==> src/hdl/awa_pkg.sv <==
// shared types, opcodes and GF(2^8) helper for the AES word ALU
// no dependencies; imported by the interfaces and all modules
package awa_pkg;

  localparam int LANES  = 4;
  localparam int BYTE_W = 8;
  localparam int WORD_W = LANES * BYTE_W;
  localparam int OP_W   = 3;

  localparam logic [BYTE_W-1:0] GF_REDUCE = 8'h1B;

  typedef enum logic [OP_W-1:0] {
    OP_XOR    = 3'd0,
    OP_MUL    = 3'd1,
    OP_ROT_DN = 3'd2,
    OP_ROT_UP = 3'd3,
    OP_CMP    = 3'd4
  } opcode_t;

  typedef logic [LANES-1:0][BYTE_W-1:0] word_bytes_t;

  typedef struct packed {
    logic [WORD_W-1:0] word_result;
    logic              less_than;
    logic              equal;
  } result_t;

  // product modulo x^8+x^4+x^3+x+1
  function automatic logic [BYTE_W-1:0] gf_mul(input logic [BYTE_W-1:0] x,
                                               input logic [BYTE_W-1:0] y);
    logic [BYTE_W-1:0] acc;
    logic [BYTE_W-1:0] xs;
    acc = '0;
    xs  = x;
    for (int k = 0; k < BYTE_W; k++) begin
      if (y[k]) acc = acc ^ xs;
      xs = {xs[BYTE_W-2:0], 1'b0} ^ (xs[BYTE_W-1] ? GF_REDUCE : '0);
    end
    return acc;
  endfunction

endpackage

==> src/hdl/awa_if.sv <==
// valid/ready channel interfaces for operand and result words
// depends on awa_pkg
interface awa_in_if
  import awa_pkg::*;
();
  logic              valid;
  logic              ready;
  logic [OP_W-1:0]   opcode;
  logic [WORD_W-1:0] operand_a;
  logic [WORD_W-1:0] operand_b;

  modport source (output valid, opcode, operand_a, operand_b, input ready);
  modport sink   (input valid, opcode, operand_a, operand_b, output ready);
endinterface

interface awa_out_if
  import awa_pkg::*;
();
  logic              valid;
  logic              ready;
  logic [WORD_W-1:0] word_result;
  logic              less_than;
  logic              equal;

  modport source (output valid, word_result, less_than, equal, input ready);
  modport sink   (input valid, word_result, less_than, equal, output ready);
endinterface

==> src/hdl/awa_lane.sv <==
// one byte lane: xor, GF(2^8) word-multiply term sum and byte rotates
// depends on awa_pkg; a_sel[j] carries operand_a byte (lane - j) mod 4
module awa_lane
  import awa_pkg::*;
(
  input  logic [OP_W-1:0]   opcode,
  input  word_bytes_t       a_sel,
  input  word_bytes_t       b_bytes,
  input  logic [BYTE_W-1:0] b_own,
  output logic [BYTE_W-1:0] lane_byte
);

  logic [BYTE_W-1:0] prod_sum;

  always_comb begin
    prod_sum = '0;
    for (int j = 0; j < LANES; j++) begin
      prod_sum = prod_sum ^ gf_mul(a_sel[j], b_bytes[j]);
    end
  end

  always_comb begin
    unique case (opcode_t'(opcode))
      OP_XOR:    lane_byte = a_sel[0] ^ b_own;
      OP_MUL:    lane_byte = prod_sum;
      OP_ROT_DN: lane_byte = a_sel[LANES-1];
      OP_ROT_UP: lane_byte = a_sel[1];
      default:   lane_byte = '0;
    endcase
  end

endmodule

==> src/hdl/awa_merge.sv <==
// merge stage: joins lane bytes, runs the compare and holds the result register
// depends on awa_pkg and awa_out_if
module awa_merge
  import awa_pkg::*;
(
  input  logic              clk,
  input  logic              rst_n,
  input  logic              load,
  input  logic [OP_W-1:0]   opcode,
  input  logic [WORD_W-1:0] operand_a,
  input  logic [WORD_W-1:0] operand_b,
  input  word_bytes_t       lane_bytes,
  output logic              take_ready,
  awa_out_if.source         out_word
);

  logic    valid_r;
  logic    valid_nxt;
  result_t res_r;
  result_t res_nxt;
  logic    is_cmp;

  assign take_ready = !valid_r || out_word.ready;
  assign is_cmp     = (opcode_t'(opcode) == OP_CMP);

  always_comb begin
    res_nxt.word_result = is_cmp ? '0 : WORD_W'(lane_bytes);
    res_nxt.less_than   = is_cmp && (operand_a < operand_b);
    res_nxt.equal       = is_cmp && (operand_a == operand_b);
  end

  always_comb begin
    valid_nxt = valid_r;
    if (take_ready) begin
      valid_nxt = load;
    end
  end

  always_ff @(posedge clk) begin
    if (!rst_n) begin
      valid_r <= 1'b0;
    end else begin
      valid_r <= valid_nxt;
    end
  end

  always_ff @(posedge clk) begin
    if (load && take_ready) begin
      res_r <= res_nxt;
    end
  end

  assign out_word.valid       = valid_r;
  assign out_word.word_result = res_r.word_result;
  assign out_word.less_than   = res_r.less_than;
  assign out_word.equal       = res_r.equal;

endmodule

==> src/hdl/aes_word_alu.sv <==
// AES word ALU top level: four byte lanes feeding one registered merge stage
// depends on awa_pkg, awa_if, awa_lane and awa_merge
//
// Takes one operand word pair per cycle and returns its result in the next
// cycle; full throughput is one word per clock while the sink keeps taking
// words. The four byte lanes and the compare are combinational ahead of a
// single output register, and the input stalls only while that register holds
// a word the sink has not taken. Opcodes 5 to 7 return an all-zero result.
module aes_word_alu
  import awa_pkg::*;
(
  input  logic      clk,
  input  logic      rst_n,
  awa_in_if.sink    in_word,
  awa_out_if.source out_word
);

  word_bytes_t a_bytes;
  word_bytes_t b_bytes;
  word_bytes_t lane_bytes;
  word_bytes_t a_sel [LANES];
  logic        take_ready;

  assign a_bytes = in_word.operand_a;
  assign b_bytes = in_word.operand_b;

  genvar gi, gj;
  generate
    for (gi = 0; gi < LANES; gi++) begin : g_lane
      for (gj = 0; gj < LANES; gj++) begin : g_sel
        assign a_sel[gi][gj] = a_bytes[(gi - gj + LANES) % LANES];
      end

      awa_lane u_lane (
        .opcode    (in_word.opcode),
        .a_sel     (a_sel[gi]),
        .b_bytes   (b_bytes),
        .b_own     (b_bytes[gi]),
        .lane_byte (lane_bytes[gi])
      );
    end
  endgenerate

  awa_merge u_merge (
    .clk        (clk),
    .rst_n      (rst_n),
    .load       (in_word.valid),
    .opcode     (in_word.opcode),
    .operand_a  (in_word.operand_a),
    .operand_b  (in_word.operand_b),
    .lane_bytes (lane_bytes),
    .take_ready (take_ready),
    .out_word   (out_word)
  );

  assign in_word.ready = take_ready;

endmodule

==> src/flat_wrapper.sv <==
// flat-port wrapper written by rule: the top's interface ports become plain ports
module aes_word_alu_flat import awa_pkg::*;
  (clk, rst_n, in_word_valid, in_word_opcode, in_word_operand_a, in_word_operand_b, in_word_ready, out_word_valid, out_word_word_result, out_word_less_than, out_word_equal, out_word_ready);
  awa_in_if in_word_i ();
  awa_out_if out_word_i ();
  input  logic clk;
  input  logic rst_n;
  input wire logic [$bits(in_word_i.valid)-1:0] in_word_valid;
  input wire logic [$bits(in_word_i.opcode)-1:0] in_word_opcode;
  input wire logic [$bits(in_word_i.operand_a)-1:0] in_word_operand_a;
  input wire logic [$bits(in_word_i.operand_b)-1:0] in_word_operand_b;
  output wire logic [$bits(in_word_i.ready)-1:0] in_word_ready;
  output wire logic [$bits(out_word_i.valid)-1:0] out_word_valid;
  output wire logic [$bits(out_word_i.word_result)-1:0] out_word_word_result;
  output wire logic [$bits(out_word_i.less_than)-1:0] out_word_less_than;
  output wire logic [$bits(out_word_i.equal)-1:0] out_word_equal;
  input wire logic [$bits(out_word_i.ready)-1:0] out_word_ready;
  assign in_word_i.valid = in_word_valid;
  assign in_word_i.opcode = in_word_opcode;
  assign in_word_i.operand_a = in_word_operand_a;
  assign in_word_i.operand_b = in_word_operand_b;
  assign in_word_ready = in_word_i.ready;
  assign out_word_valid = out_word_i.valid;
  assign out_word_word_result = out_word_i.word_result;
  assign out_word_less_than = out_word_i.less_than;
  assign out_word_equal = out_word_i.equal;
  assign out_word_i.ready = out_word_ready;
  aes_word_alu u_core (.clk(clk), .rst_n(rst_n), .in_word(in_word_i), .out_word(out_word_i));
endmodule
==> config.mk <==
export PLATFORM = sky130hd
export DESIGN_NAME = aes_word_alu_flat
export DESIGN_NICKNAME = d
export VERILOG_FILES = /design/src/hdl/awa_pkg.sv /design/src/hdl/awa_if.sv /design/src/hdl/awa_lane.sv /design/src/hdl/awa_merge.sv /design/src/hdl/aes_word_alu.sv /design/src/flat_wrapper.sv
export SDC_FILE = /design/constraint.sdc
export NUM_CORES = 1
export LEC_CHECK = 0
export BUFFER_PORTS_ARGS = -buffer_cell sky130_fd_sc_hd__buf_2
export CORE_MARGIN = 1
export CORE_UTILIZATION = 50
export CTS_CLUSTER_SIZE = 14
export DETAILED_ROUTE_END_ITERATION = 8
export PLACE_DENSITY = 0.7
export SLEW_MARGIN = 20
export SYNTH_ARGS = -nofsm -noshare
export SYNTH_HDL_FRONTEND = slang
export SYNTH_SLANG_ARGS = --single-unit
export TNS_END_PERCENT = 50
==> constraint.sdc <==
create_clock -name clk -period 3 [get_ports clk]
set_input_delay 0.3 -clock clk [delete_from_list [all_inputs] [get_ports clk]]
set_output_delay 0.3 -clock clk [all_outputs]
set_load 0.02 [all_outputs]
### Yosys cells after proc, flatten, opt, wreduce, memory -nomap -nowiden

Index checks and enable logic that the tools add are counted.

* input bits: 71
* word-level logic and storage cells: 332
* flip-flop bits (word level): 35

* magnitude comparators: 1
* equal/unequal tests: 5
* muxes and demuxes: 160
* reductions and logical operators: 6
* bitwise logic cells: 156

Operators by type and width (number)
* $mux 8: 128
* $xor 8x8->8: 128
* $xor 8x5->8: 28
* $mux 5: 28
* $pmux 8 s4: 4
* $eq 32x32->1: 1
* $lt 32x32->1: 1
* $eq 3x2->1 const B: 2
* $eq 3x1->1 const B: 1
* $eq 3x3->1 const B: 1
* $logic_and 1x1->1: 3
* $logic_not 3->1: 1
* $logic_not 1->1: 1
* $logic_or 1x1->1: 1

### Logic depth before layout (Yosys ltp)

* word-level depth: 20
* mapped depth: 13

### Cells and area by module

A second synthesis with hierarchy kept.

* cells, all modules: 3264
* area, all modules: 22783.1 µm²

Modules (own cells, without submodules)
* awa_lane: seq. area each 0.0 µm², cells each 769, times used 4, area an instance 5171.2 µm²
* awa_merge: seq. area each 1041.0 µm², cells each 188, times used 1, area an instance 2098.3 µm²

### Worst setup path before layout

No wires, ideal clock.

* path kind: in2reg
* from: input in_word_operand_a[6]
* to: register u_core.u_merge.res_r, in the netlist u_core.u_merge.out_word.word_result[9], data pin
* slack: 0.175 ns
* stages: 11
* data arrival time: 2.568 ns
* buffers on the path: 2
* cell sequence: clkbuf_2 buf_4 xor2_1 mux2i_1 o21ai_0 xnor2_1 xnor2_1 xnor2_1 xnor3_1 mux4_2 nor2b_1

* longest elaborated chain between the ends: 19

Ends and longest elaborated chain
* from (decl): RTL line flat_wrapper.sv:10 `input wire logic [$bits(in_word_i.operand_a)-1:0] in_word_operand_a;`
* $xor 8x5->8 *: RTL line awa_pkg.sv:37 `xs = {xs[BYTE_W-2:0], 1'b0} ^ (xs[BYTE_W-1] ? GF_REDUCE : '0);`
* $mux 5 *: RTL line awa_pkg.sv:37
* $xor 8x5->8 *: RTL line awa_pkg.sv:37
* $xor 8x8->8: RTL line awa_pkg.sv:36 `if (y[k]) acc = acc ^ xs;`
* $mux 8: RTL line awa_pkg.sv:36
* $xor 8x8->8: RTL line awa_pkg.sv:36
* $mux 8: RTL line awa_pkg.sv:36
* $xor 8x8->8: RTL line awa_pkg.sv:36
* $mux 8: RTL line awa_pkg.sv:36
* $xor 8x8->8: RTL line awa_pkg.sv:36
* $mux 8: RTL line awa_pkg.sv:36
* $xor 8x8->8: RTL line awa_pkg.sv:36
* $mux 8: RTL line awa_pkg.sv:36
* $xor 8x8->8: RTL line awa_pkg.sv:36
* $mux 8 *: RTL line awa_pkg.sv:36
* $xor 8x8->8 * (3 in a row): RTL line awa_lane.sv:18 `prod_sum = prod_sum ^ gf_mul(a_sel[j], b_bytes[j]);`
* $pmux 8 s4 *: RTL line awa_lane.sv:23 `unique case (opcode_t'(opcode))`
* to (signal assigned): RTL line awa_merge.sv:49 `res_r <= res_nxt;`
* to (decl): RTL line awa_merge.sv:19 `result_t res_r;`

Mark *: on every way between the ends. The rest lies on a longest branch, timed or not.
A chain may end at the register's enable or synchronous reset.

### Final worst setup path

* from: input in_word_operand_a[30]
* to: register u_core.u_merge.res_r, in the netlist u_core.u_merge.out_word.word_result[16], data pin

* longest elaborated chain between the ends: 17

Ends and longest elaborated chain (RTL line)
* $xor 8x5->8 *: awa_pkg.sv:37
* $mux 5 *: awa_pkg.sv:37
* $xor 8x5->8 *: awa_pkg.sv:37
* $xor 8x8->8: awa_pkg.sv:36
* $mux 8: awa_pkg.sv:36
* $xor 8x8->8: awa_pkg.sv:36
* $mux 8: awa_pkg.sv:36
* $xor 8x8->8: awa_pkg.sv:36
* $mux 8: awa_pkg.sv:36
* $xor 8x8->8: awa_pkg.sv:36
* $mux 8: awa_pkg.sv:36
* $xor 8x8->8: awa_pkg.sv:36
* $mux 8: awa_pkg.sv:36
* $xor 8x8->8: awa_pkg.sv:36
* $mux 8 *: awa_pkg.sv:36
* $xor 8x8->8 *: awa_lane.sv:18
* $pmux 8 s4 *: awa_lane.sv:23

Marked as above.

==> out/results.tsv <==
stage	metric	value	unit
detailed_routing	wirelength	88.4	mm
power	p_leak	9.74	nW
floorplanning	core_area	0.0355	mm²
sta	hold_viol	0	
sta	slew_violations	0	
synth	ys_ff_latch	35	
sta	slew_headroom	59.4	%
worst_setup_path	cp_max_fo	6	
global_routing	grt_util_all_layers	47.5	%
clock_network	cts_sinks	35	
synth	async_flop_share	0	%
sta	tns	0	ns
detailed_routing	viasPerCell	5.76	
floorplanning	row_count	69	
sta	fin_ws	0.0416	ns
power	power_density	692	mW/mm²
place	post-place-ws	-0.306	ns
min_path	hp-class	in -> reg	
global_routing	grt_pass1_vias	19068	
clock_network	tritoncts	built	
detailed_routing	top_layer	met5	
sta	period_minus_slack	2.96	ns
final_layout	nNetsFinal	3200	
power	ir_drop	1.14	mV
power	p_int	7.88	mW
worst_setup_path	crit_type	in -> reg	
place	gp_congestion	1.11	
sta	fin_crit_sh	98.6	%
power	switching_share	49.9	%
sta	clock_skew	0.00501	ns
power	p_sw	7.85	mW
floorplanning	die_x	192	µm
detailed_routing	vias	20494	
sta	worst_pin_slew	0.604	ns
synth	netlist_instances	2696	
synth	yosysWarningCount	0	
global_routing	antenna_found_initial	2	
global_routing	grt_max_degree	63	
synth	synth_area	0.0180	mm²
synth	netlist.area_leader.share	38.9	%
sta	finalSetupViolCount	0	
detailed_routing	antenna_left	0	
power	comb_power_share	91.1	%
synth	synth_top_area_cell	xnor2_1	
final_layout	area_growth	26.5	%
synth	synthTopCellsByArea	xnor2_1 (39%), nand2_1 (20%), xor2_1 (11%), edfxtp_1 (5.7%), ha_1 (2.5%)	
floorplanning	die_area	0.0367	mm²
worst_setup_path	critPathCaptureType	flip-flop	
final_layout	drive_above_1_share	21.1	%
floorplanning	start_util	50.7	%
flow_run	drv_cap	0	
floorplanning	die_y	192	µm
global_routing	grt_pass1_wl	126	mm
outcome	status	finished clean	
detailed_routing	wire_per_inst	24.9	µm
floorplanning	io_pins	107	
clock_network	clkTransAtPathRegs	0.06	ns
detailed_routing	drc_errors	0	
place	portBuffers	106	
sta	clock.fmax	338	MHz
clock_network	cts-root-buf	clkbuf_16	
worst_setup_path	worst_ep_arrival_time	2.98	ns
detailed_routing	drt-met1-wl	34.0	mm
detailed_routing	firstDrtPassIters	6	
synth	synth_edf_count	34	
power	p_clk_share	4.4	%
clock_network	cts_max_path_buffers	2	
final_layout	diodes	0	
worst_setup_path	cp-start-kind	input pin	
synth	syn-num-nets	2803	
clock_network	ctsHoldBuffers	0	
worst_setup_path	r2r_slack	1.71	ns
clock_network	numCtsBuffers	5	
clock_network	cts_setup_buffers	0	
worst_setup_path	required	3.02	ns
detailed_routing	drt_iter0_drc	2822	
synth	synth_ff_type	edfxtp_1	
clock_network	clock_latency	0.28	ns
sta	rsz0062_at_grt	false	
power	seqPwrFrac	4.5	%
synth	yosysSeqAreaShare	5.79	%
detailed_routing	met3_length	10.9	mm
synth	ys_types	57	
synth	avgSynthCellArea	6.67	µm²
clock_network	htree_levels	2	
place	place_hpwl	70.0	mm
detailed_routing	route.met2.wl	37.2	mm
global_routing	grt_overflow_total	0	
-- cells by family after synthesis --
kind of cell	count (synthesis)	share of synthesized area (%)
and+or+nand+nor	1082	23.1
xor gates and xnor gates	1056	54.2
buffers and inverters	269	6.33
AOI/OAI and AO/OA	210	7.50
adders and majority gates	36	2.51
DFF	35	5.79
muxes	8	0.591
-- stage by stage --
step	cells	utilization [%]	total power, mW	hold WS [ns]	instance area [µm²]
2_1_floorplan	2696	-	8.27	0.439	18000
3_3_place_gp	3547	63.5	14.4	0.494	22500
3_5_place_dp	3547	63.5	14.5	0.509	22500
4_1_cts	3555	64.0	15.2	0.272	22700
5_1_grt	3555	64.1	16.1	0.274	22700
6_report	3555	64.1	15.7	0.268	22700
-- registers in the layout, summed over array words and instances, names as in the netlist --
name,flops
u_core.u_merge.out_word.less_than,1
u_core.u_merge.out_word.equal,1
u_core.u_merge.out_word.word_result,32
u_core.u_merge.out_word.valid,1
-- metal layers --
layer | vias up | GRT usage [%]
met3 | 322 | 9.50
met2 | 1466 | 72.2
met1 | 9593 | 62.3
met4 | 2 | 26.9
li1 | 9111 | -
met5 | - | 0
-- worst paths after layout --
check | from | depth (start not counted) | endpoint
worst min-delay path | rst_n | 2 | u_core.u_merge.out_word.valid
worst max register to register | u_core.u_merge.out_word.valid | 3 | u_core.u_merge.out_word.word_result[12]
worst min register to register | u_core.u_merge.out_word.valid | 2 | u_core.u_merge.out_word.valid
worst max-delay path | in_word_operand_a[30] | 13 | u_core.u_merge.out_word.word_result[16]
-- cells in the final DEF (no fill, tap or decap), drive strengths merged, types with 4 or more instances in the layout --
| cell type | count |
|---|---|
| inv | 44 |
| and3 | 4 |
| ha | 36 |
| nand4 | 6 |
| nand2 | 970 |
| mux2i | 5 |
| xnor2 | 804 |
| nor2 | 68 |
| a211oi | 10 |
| edfxtp | 34 |
| a32oi | 5 |
| a22oi | 30 |
| a21o | 9 |
| a2bb2oi | 5 |
| o32ai | 5 |
| clkbuf | 8 |
| o211ai | 7 |
| o22ai | 32 |
| o21ai | 48 |
| nand2b | 8 |
| buf | 611 |
| nand3 | 10 |
| xor2 | 232 |
| a31oi | 10 |
| nor2b | 7 |
| xor3 | 8 |
| a21oi | 36 |
| xnor3 | 12 |
-- cell usage after synthesis (all sizes together) (2+ instances only) --
master	instances
a211oi	10
nor3b	3
and3	4
clkinv	2
nor2	68
inv	44
o22a	2
ha	36
o221ai	2
nand2b	8
nand3	10
xor3	8
nor3	3
a22oi	30
clkbuf	104
a2bb2oi	5
nand2	970
buf	119
mux2i	5
mux4	2
xor2	232
a21oi	36
nand4	6
xnor2	804
o21ai	48
a21o	9
a32oi	5
xnor3	12
nor2b	7
o32ai	5
o31ai	2
edfxtp	34
o22ai	32
a31oi	10
o211ai	7
-- layout make-up --
type                       count  area [µm²]
sequential                    35        1040
timing repair buffer         613        4920
fill                        3358       12700
inverter                      46         173
tap                          461         577
clock inverter                 2        60.1
multi-input combinational   2392       15800
clock buffer                   6         129
-- what timing repair did --
| action | in CTS | in global routing |
|---|---|---|
| gates resized for setup | 1 | 5 |
| pin swaps | 0 | 1 |
| setup endpoints to repair | 1 | 7 |
-- power groups by stage --
stage	clock network (mW)	logic [mW]	registers (mW)
detailed placement	0	13.8	0.721
global placement	0	13.6	0.719
global route	0.708	14.7	0.718
floorplan	0	7.44	0.828
CTS	0.685	13.8	0.712
finish	0.689	14.3	0.710
-- critical path, stage by stage --
cell and delay [ns]:
buf_2 0.28, buf_4 0.23, buf_4 0.18, nand2_1 0.10, xnor2_1 0.16, xnor2_1 0.26
xnor2_1 0.23, xnor2_1 0.20, xnor2_1 0.12, buf_4 0.16, xnor2_1 0.37, mux4_2 0.33
nor2_1 0.05
No activity file was read; power rests on OpenSTA's default activity.
